[src/rtl/assert_macros.svh]
// Assertion macros for the RTL file that checks its own logic.
`ifndef ASSERT_MACROS_SVH
`define ASSERT_MACROS_SVH

// Property must hold at every rising clock edge outside reset.
`define L2BH_ASSERT(name, clk, rst_n, prop) \
  name: assert property (@(posedge clk) disable iff (!(rst_n)) (prop)) \
    else $error("l2bh assertion failed");

// Expression must never be true at a rising clock edge outside reset.
`define L2BH_NEVER(name, clk, rst_n, expr) \
  name: assert property (@(posedge clk) disable iff (!(rst_n)) !(expr)) \
    else $error("l2bh forbidden condition seen");

`endif

[src/rtl/l2bh_pkg.sv]
// Package: types, constants and mix tables of the lookup2 byte hash core.
`timescale 1ns / 1ps
package l2bh_pkg;

  localparam logic [31:0] GoldenRatio   = 32'h9e3779b9;
  localparam logic [31:0] InitWordC     = 32'd13;
  localparam int          GroupBytes    = 12;
  localparam int          TailBytes     = GroupBytes - 1;
  localparam int          FillW         = $clog2(GroupBytes);
  localparam int          QueueDepthDef = 2;
  localparam int          MixSteps      = 9;
  localparam int          StepW         = $clog2(MixSteps);
  localparam logic [StepW-1:0] LastMixStep = StepW'(MixSteps - 1);

  // Work handed from the byte collector to the mixer
  typedef struct packed {
    logic [31:0] word_a;
    logic [31:0] word_b;
    logic [31:0] word_c;
    logic [31:0] key_len;
    logic        grp_full;   // words are a complete 12-byte group
    logic        is_last;    // key ends with this job
  } job_t;

  typedef struct packed {
    logic full;
    logic empty;
  } q_status_t;

  typedef enum logic [1:0] {
    RoleA,
    RoleB,
    RoleC
  } mix_role_e;

  // Word updated by each line of the mix
  function automatic mix_role_e mix_role(input logic [StepW-1:0] step);
    mix_role_e r;
    unique case (step)
      4'd0, 4'd3, 4'd6: r = RoleA;
      4'd1, 4'd4, 4'd7: r = RoleB;
      default:          r = RoleC;
    endcase
    return r;
  endfunction

  // Shift distance of each line of the mix
  function automatic logic [4:0] mix_shift(input logic [StepW-1:0] step);
    logic [4:0] s;
    unique case (step)
      4'd0:    s = 5'd13;
      4'd1:    s = 5'd8;
      4'd2:    s = 5'd13;
      4'd3:    s = 5'd12;
      4'd4:    s = 5'd16;
      4'd5:    s = 5'd5;
      4'd6:    s = 5'd3;
      4'd7:    s = 5'd10;
      default: s = 5'd15;
    endcase
    return s;
  endfunction

endpackage

[src/rtl/l2bh_front.sv]
// Front end: collects key bytes into groups and issues mix jobs.
`timescale 1ns / 1ps
module l2bh_front (
  input  logic            clk_i,
  input  logic            rst_ni,
  input  logic            xfer_i,
  input  logic [7:0]      key_byte_i,
  input  logic            byte_present_i,
  input  logic            last_byte_i,
  output logic            push_o,
  output l2bh_pkg::job_t  job_o
);
  import l2bh_pkg::*;

  logic [7:0]       grp_q [TailBytes];
  logic [7:0]       grp_n [TailBytes];
  logic [FillW-1:0] fill_q, fill_d;
  logic [31:0]      len_q, len_d;
  logic             grp_full;

  // Insert the new byte into the collected group
  always_comb begin
    for (int i = 0; i < TailBytes; i++) begin
      grp_n[i] = (byte_present_i && (fill_q == FillW'(i))) ? key_byte_i : grp_q[i];
    end
  end

  assign grp_full = byte_present_i && (fill_q == FillW'(TailBytes));
  assign len_d    = len_q + {31'd0, byte_present_i};

  // Build the job: full group words, or the tail with word_c shifted up a byte
  always_comb begin
    job_o.word_a   = {grp_n[3], grp_n[2], grp_n[1], grp_n[0]};
    job_o.word_b   = {grp_n[7], grp_n[6], grp_n[5], grp_n[4]};
    job_o.word_c   = grp_full ? {key_byte_i, grp_q[10], grp_q[9], grp_q[8]}
                              : {grp_n[10], grp_n[9], grp_n[8], 8'h00};
    job_o.key_len  = len_d;
    job_o.grp_full = grp_full;
    job_o.is_last  = last_byte_i;
  end

  assign push_o = xfer_i && (grp_full || last_byte_i);

  // Next fill count
  always_comb begin
    fill_d = fill_q;
    if (grp_full || last_byte_i) begin
      fill_d = '0;
    end else if (byte_present_i) begin
      fill_d = fill_q + FillW'(1);
    end
  end

  // Advance collection state on each transfer
  always_ff @(posedge clk_i or negedge rst_ni) begin
    if (!rst_ni) begin
      fill_q <= '0;
      len_q  <= '0;
      for (int i = 0; i < TailBytes; i++) begin
        grp_q[i] <= '0;
      end
    end else if (xfer_i) begin
      fill_q <= fill_d;
      len_q  <= last_byte_i ? 32'd0 : len_d;
      for (int i = 0; i < TailBytes; i++) begin
        grp_q[i] <= (grp_full || last_byte_i) ? 8'h00 : grp_n[i];
      end
    end
  end

endmodule

[src/rtl/l2bh_fifo.sv]
// Job queue between the byte collector and the mixer.
`timescale 1ns / 1ps
module l2bh_fifo #(
  parameter int Depth = l2bh_pkg::QueueDepthDef
) (
  input  logic                clk_i,
  input  logic                rst_ni,
  input  logic                push_i,
  input  l2bh_pkg::job_t      push_data_i,
  input  logic                pop_i,
  output l2bh_pkg::job_t      pop_data_o,
  output l2bh_pkg::q_status_t status_o
);
  import l2bh_pkg::*;

  localparam int PtrW = (Depth > 1) ? $clog2(Depth) : 1;
  localparam int CntW = $clog2(Depth + 1);
  localparam logic [PtrW-1:0] PtrLast = PtrW'(Depth - 1);

  job_t            mem_q [Depth];
  logic [PtrW-1:0] wr_ptr_q, rd_ptr_q;
  logic [CntW-1:0] cnt_q;

  assign status_o.full  = (cnt_q == CntW'(Depth));
  assign status_o.empty = (cnt_q == '0);
  assign pop_data_o     = mem_q[rd_ptr_q];

  // Store pushed jobs
  always_ff @(posedge clk_i) begin
    if (push_i) begin
      mem_q[wr_ptr_q] <= push_data_i;
    end
  end

  // Advance pointers and occupancy
  always_ff @(posedge clk_i or negedge rst_ni) begin
    if (!rst_ni) begin
      wr_ptr_q <= '0;
      rd_ptr_q <= '0;
      cnt_q    <= '0;
    end else begin
      if (push_i) begin
        wr_ptr_q <= (wr_ptr_q == PtrLast) ? '0 : wr_ptr_q + PtrW'(1);
      end
      if (pop_i) begin
        rd_ptr_q <= (rd_ptr_q == PtrLast) ? '0 : rd_ptr_q + PtrW'(1);
      end
      if (push_i && !pop_i) begin
        cnt_q <= cnt_q + CntW'(1);
      end else if (pop_i && !push_i) begin
        cnt_q <= cnt_q - CntW'(1);
      end
    end
  end

endmodule

[src/rtl/l2bh_back.sv]
// Back end: adds jobs into the hash words, runs the mix, holds the result.
`timescale 1ns / 1ps
module l2bh_back (
  input  logic                clk_i,
  input  logic                rst_ni,
  input  l2bh_pkg::job_t      job_i,
  input  l2bh_pkg::q_status_t q_status_i,
  output logic                pop_o,
  output logic [31:0]         hash_value_o,
  output logic                out_valid_o,
  input  logic                out_stall_i
);
  import l2bh_pkg::*;

  localparam logic [1:0] StIdle = 2'd0;
  localparam logic [1:0] StMix  = 2'd1;
  localparam logic [1:0] StLen  = 2'd2;
  localparam logic [1:0] StOut  = 2'd3;

  logic [1:0]       state_q;
  logic [StepW-1:0] step_q;
  logic [31:0]      a_q, b_q, c_q, len_q;
  logic             is_last_q, two_pass_q;
  logic             out_valid_q;
  logic [31:0]      hash_q;
  logic [31:0]      mix_val;
  logic [4:0]       sh;
  mix_role_e        role;
  logic [31:0]      c_extra;
  logic             load_out;

  assign pop_o   = (state_q == StIdle) && !q_status_i.empty;
  assign c_extra = (job_i.is_last && !job_i.grp_full) ? job_i.key_len : 32'd0;
  assign load_out = (state_q == StOut) && (!out_valid_q || !out_stall_i);

  // One line of the mix: two subtracts and a shifted xor
  always_comb begin
    role = mix_role(step_q);
    sh   = mix_shift(step_q);
    unique case (role)
      RoleA:   mix_val = (a_q - b_q - c_q) ^ (c_q >> sh);
      RoleB:   mix_val = (b_q - c_q - a_q) ^ (a_q << sh);
      default: mix_val = (c_q - a_q - b_q) ^ (b_q >> sh);
    endcase
  end

  // Sequence add, mix, length add and result handoff
  always_ff @(posedge clk_i or negedge rst_ni) begin
    if (!rst_ni) begin
      state_q    <= StIdle;
      step_q     <= '0;
      a_q        <= GoldenRatio;
      b_q        <= GoldenRatio;
      c_q        <= InitWordC;
      len_q      <= '0;
      is_last_q  <= 1'b0;
      two_pass_q <= 1'b0;
    end else begin
      unique case (state_q)
        StIdle: begin
          if (pop_o) begin
            a_q        <= a_q + job_i.word_a;
            b_q        <= b_q + job_i.word_b;
            c_q        <= c_q + job_i.word_c + c_extra;
            len_q      <= job_i.key_len;
            is_last_q  <= job_i.is_last;
            two_pass_q <= job_i.is_last && job_i.grp_full;
            step_q     <= '0;
            state_q    <= StMix;
          end
        end
        StMix: begin
          unique case (role)
            RoleA:   a_q <= mix_val;
            RoleB:   b_q <= mix_val;
            default: c_q <= mix_val;
          endcase
          if (step_q == LastMixStep) begin
            step_q <= '0;
            if (two_pass_q) begin
              two_pass_q <= 1'b0;
              state_q    <= StLen;
            end else if (is_last_q) begin
              state_q <= StOut;
            end else begin
              state_q <= StIdle;
            end
          end else begin
            step_q <= step_q + StepW'(1);
          end
        end
        StLen: begin
          c_q     <= c_q + len_q;
          state_q <= StMix;
        end
        default: begin
          if (load_out) begin
            a_q     <= GoldenRatio;
            b_q     <= GoldenRatio;
            c_q     <= InitWordC;
            state_q <= StIdle;
          end
        end
      endcase
    end
  end

  // Output register: fill on finish, drop on transfer
  always_ff @(posedge clk_i or negedge rst_ni) begin
    if (!rst_ni) begin
      out_valid_q <= 1'b0;
    end else if (load_out) begin
      out_valid_q <= 1'b1;
    end else if (!out_stall_i) begin
      out_valid_q <= 1'b0;
    end
  end

  always_ff @(posedge clk_i) begin
    if (load_out) begin
      hash_q <= c_q;
    end
  end

  assign out_valid_o  = out_valid_q;
  assign hash_value_o = hash_q;

endmodule

[src/rtl/lookup2_byte_hash_core.sv]
// Top level: streaming lookup2 32-bit byte hash with decoupled collector and mixer.
//
//  channel | signals                                          | direction
//  --------+--------------------------------------------------+----------
//  in      | in_valid_i, in_stall_o, key_byte_i,              | sink
//          | byte_present_i, last_byte_i                      |
//  out     | out_valid_o, out_stall_i, hash_value_o           | source
//
// Bytes are taken one per cycle; the collector never waits on the mixer
// until the job queue (QueueDepth entries) is full.
// A full 12-byte group costs the mixer one add and nine mix lines.
// Finishing a key takes the add, the mix and a result handoff, plus a length add
// and a second mix if the last byte ends a group; one mix-line unit sets this.
// Reset (rst_ni low) clears the group, length, queue and words at once.
// out_stall_i holds the result register; in_stall_o rises only on a full queue.
`timescale 1ns / 1ps
`include "assert_macros.svh"
module lookup2_byte_hash_core #(
  parameter int QueueDepth = l2bh_pkg::QueueDepthDef
) (
  input  logic        clk_i,
  input  logic        rst_ni,
  input  logic        in_valid_i,
  output logic        in_stall_o,
  input  logic [7:0]  key_byte_i,
  input  logic        byte_present_i,
  input  logic        last_byte_i,
  output logic        out_valid_o,
  input  logic        out_stall_i,
  output logic [31:0] hash_value_o
);
  import l2bh_pkg::*;

  logic      in_xfer;
  logic      q_push, q_pop;
  job_t      q_job_in, q_job_out;
  q_status_t q_stat;

  assign in_stall_o = q_stat.full;
  assign in_xfer    = in_valid_i && !in_stall_o;

  l2bh_front u_front (
    .clk_i          (clk_i),
    .rst_ni         (rst_ni),
    .xfer_i         (in_xfer),
    .key_byte_i     (key_byte_i),
    .byte_present_i (byte_present_i),
    .last_byte_i    (last_byte_i),
    .push_o         (q_push),
    .job_o          (q_job_in)
  );

  l2bh_fifo #(
    .Depth (QueueDepth)
  ) u_fifo (
    .clk_i       (clk_i),
    .rst_ni      (rst_ni),
    .push_i      (q_push),
    .push_data_i (q_job_in),
    .pop_i       (q_pop),
    .pop_data_o  (q_job_out),
    .status_o    (q_stat)
  );

  l2bh_back u_back (
    .clk_i        (clk_i),
    .rst_ni       (rst_ni),
    .job_i        (q_job_out),
    .q_status_i   (q_stat),
    .pop_o        (q_pop),
    .hash_value_o (hash_value_o),
    .out_valid_o  (out_valid_o),
    .out_stall_i  (out_stall_i)
  );

  // Queue integrity between collector and mixer
  `L2BH_NEVER(a_push_when_full, clk_i, rst_ni, q_push && q_stat.full)
  `L2BH_NEVER(a_pop_when_empty, clk_i, rst_ni, q_pop && q_stat.empty)
  `L2BH_ASSERT(a_push_fills, clk_i, rst_ni, (q_push && !q_pop) |=> !q_stat.empty)
  `L2BH_ASSERT(a_full_stalls, clk_i, rst_ni, q_stat.full |-> !q_push)

endmodule
[config.mk]
export PLATFORM = sky130hd
export DESIGN_NAME = lookup2_byte_hash_core
export DESIGN_NICKNAME = d
export VERILOG_FILES = /design/src/rtl/l2bh_pkg.sv /design/src/rtl/l2bh_front.sv /design/src/rtl/l2bh_fifo.sv /design/src/rtl/l2bh_back.sv /design/src/rtl/lookup2_byte_hash_core.sv
export VERILOG_INCLUDE_DIRS = /design/src /design/src/rtl
export SDC_FILE = /design/constraint.sdc
export NUM_CORES = 2
export LEC_CHECK = 0
export ABC_AREA = 0
export BUFFER_PORTS_ARGS = -buffer_cell sky130_fd_sc_hd__buf_2
export CORE_ASPECT_RATIO = 0.9
export CORE_UTILIZATION = 55
export DETAILED_ROUTE_END_ITERATION = 16
export PLACE_DENSITY = 0.76
export SYNTH_ARGS = -nofsm -noshare
export SYNTH_HDL_FRONTEND = slang
export SYNTH_SLANG_ARGS = --single-unit
export TNS_END_PERCENT = 1
[constraint.sdc]
create_clock -name clk_i -period 23.2 [get_ports clk_i]
set_input_delay 1.16 -clock clk_i [delete_from_list [all_inputs] [get_ports clk_i]]
set_output_delay 1.16 -clock clk_i [all_outputs]
set_load 0.01 [all_outputs]
==> reports/summary.txt <==
Fmax achieved: 165 MHz
Slew HR: 10.9%
Detailed Place HPWL: 126 mm
Worst skew pair latency: 680 ps
Syn-to-layout area delta: 7.20%
Gr usage total: 40.7%
CTS Buffer Depth: 3
Post-synth EDFFs: 292
R2r endpoint: u_back.c_q[31]$_DFFE_PN0P_
Avg Inst Size Synth: 9.48 um^2
Initial antenna violation count: 9
Max Cap Viol: 0
CP max stage delay: 740 ps
Met1 Track Usage GR: 56.9%
Worst min-delay path class: input pin to async pin
Hold Buf Count CTS: 0
Post-route cell area: 47100 um^2
Vias/cell: 6.67
Cell Rows: 97
Largest net degree at the start of global routing: 131
Final Net Count: 4942
Layout cells sized above 1: 11.9%
Synth area leaders: edfxtp_1 20%, dfrtp_1 13%, ha_1 6.8%
Chip Height: 270 um
Period utilisation layout: 26.1%
Crit-path max FO: 45
Root Buffer: clkbuf_16
Resized cells post-CTS: 0
DRT Wirelength: 166 mm
Setup CP Type: register to register
Gp weighted congestion: 1.04
Status: completed
Most frequent cells in the layout: 523 x nand2_1, 365 x a21oi_1, 309 x nor2_1
Ys async rst share: 47.6%
CP startpoint kind: register
Residual DRC: 0
Total core area: 78400 um^2
Post-synth net total: 5017
Vias in the first global route: 35900
Reg2Reg Setup Slack: 17140 ps
Final Setup Violations: 0
Min cycle time layout: 6060 ps
Worst r2r src: u_fifo.rd_ptr_q$_DFFE_PN0P_
Num CTS Buffers: 58
Post-CTS Setup Bufs: 0
Clock-pin slew on the worst setup and hold paths: 70 ps
Main synth FF type: edfxtp_1
Skew final: 32.5 ps
CP Capture Type: register
Global-route wire length before repair: 242 mm
WP data arrival: 6560 ps
Commonest non-fill, non-tap cell in the layout: nand2_1
CTS tree: done
Area leader, netlist: edfxtp_1
Top-area cell type share of the netlist area: 20.0%
CTS H-tree depth: 2
Placed cells: 5540
PortBufs: 47
Fin Hold WS: 439 ps
Initial DRT Pass Iterations: 9
Die Area: 81000 um^2
Sequential fraction of the synthesis area: 35.2%
Layout Cells excl Fill: 5656
GR peak layer: met2
CP startpoint: u_fifo.rd_ptr_q$_DFFE_PN0P_
Final Hold Fails: 0
Placed Area: 45100 um^2
Number of routed nets with antenna violations: 0
Cell variety after synth: 98
Number of I/O pins: 48
First DRT Iteration DRCs: 4770
Die Wd: 300 um
Cell Area, Synth: 43900 um^2
Worst-Margin Slew: 1340 ps
CTS sink count: 557
Drt wl/cell: 29.4 um
Worst Path Required: 23690 ps
Yosys warns: 0
Grt met2 use: 57.5%
Post-Syn Instances: 4636
Yosys reg bits: 557
Total number of vias: 37700
Slowest CP cell: dfrtp_4
Worst R2R Path Depth: 18
Total gr overflow: 0
Slew Viols, Final: 0
GR Layer Usage met3: 12.8%
CP Cell Sequence: buf_4, mux2_2, nand2_1, fa_1, inv_1, ha_1, fa_1, a211oi_1, o211ai_1, a221oi_2, a2111oi_0, nor4_1, o21ai_1, a21o_1, a211oi_1, nor3_1, o21ai_0, a31oi_1
Starting Density: 56.0%
Unrepaired setup endpoints after global routing: no
Setup TNS: 0 ps
[stage by stage]
stage,setup slack (ps),utilization (%)
final,17140,60.1
after global routing,16850,60.1
after CTS,17250,60.1
after detailed placement,17310,57.5
after global placement,17340,57.5
after floorplan,11460,-
[worst max-delay path by stage]
stage / to / slack, ps / cells after the start
floorplan: u_fifo.mem_q[0][0]$_DFFE_PP_ / 11460 / 7
global placement: u_back.c_q[31]$_DFFE_PN0P_ / 17340 / 18
detailed placement: u_back.c_q[31]$_DFFE_PN0P_ / 17310 / 18
CTS: u_back.c_q[31]$_DFFE_PN0P_ / 17250 / 18
global route: u_back.c_q[31]$_DFFE_PN0P_ / 16850 / 18
finish: u_back.c_q[31]$_DFFE_PN0P_ / 17140 / 18
[routing by layer]
| metal | up-vias | wire, um | share of wire [%] |
|---|---|---|---|
| met5 | - | 70 | 0.042 |
| met4 | 10 | 8070 | 4.9 |
| met3 | 391 | 21100 | 13 |
| met2 | 2216 | 68100 | 41 |
| met1 | 18400 | 68800 | 41 |
| li1 | 16700 | - | - |
[critical path, delay by kind of cell (launching register included)]
family                     cells  cell delay (ps)
buffers and inverters          2              680
AOI/OAI and AO/OA              9             2230
DFF                            1              740
and+or+nand+nor                3              650
adders and majority gates      3             1220
muxes                          1              300
[synth_stat cells, drive strengths merged (128+ instances only)]
| library cell | instances |
|---|---|
| fa | 128 |
| inv | 222 |
| o21ai | 267 |
| nand3 | 152 |
| a21oi | 372 |
| nand2 | 524 |
| xnor2 | 217 |
| mux2 | 212 |
| nor2 | 316 |
| ha | 239 |
| edfxtp | 292 |
| clkbuf | 169 |
| mux2i | 193 |
| dfrtp | 222 |
[cell families (layout without fill, tap and decap cells)]
kind of cell	Yosys count	after routing	synth area share (%)
multiplexers	414	414	10.3
AND/OR/NAND/NOR	1254	1254	12.7
buffers and inverters	477	451	4.43
other	0	7	0
adder cells (fa/ha/maj)	367	367	12.6
AO/OA/AOI/OAI	1250	1250	18.4
XOR/XNOR	317	317	6.38
flip-flops	557	557	35.2
[final cells by class]
class,instances,area (um^2)
repair buffers,120,806
clock inverters,33,385
clock buffers,76,1590
diodes,7,17.5
inverters,222,833
well taps,1039,1300
flip-flops and latches,557,15500
fillers,6649,31300
multi-input cells,3602,26700
[state kept, by name (all words and copies together) (netlist names), 32 cells and up]
signal               cells
u_back.c_q              32
u_back.hash_value_o     32
u_front.grp_q           88
u_front.len_q           32
u_back.b_q              32
u_back.a_q              32
u_back.len_q            32
u_fifo.mem_q           260
Power is left out: the tool's default activity adds up to more than one toggle a clock period on the data nets, which glitch-free logic cannot reach.
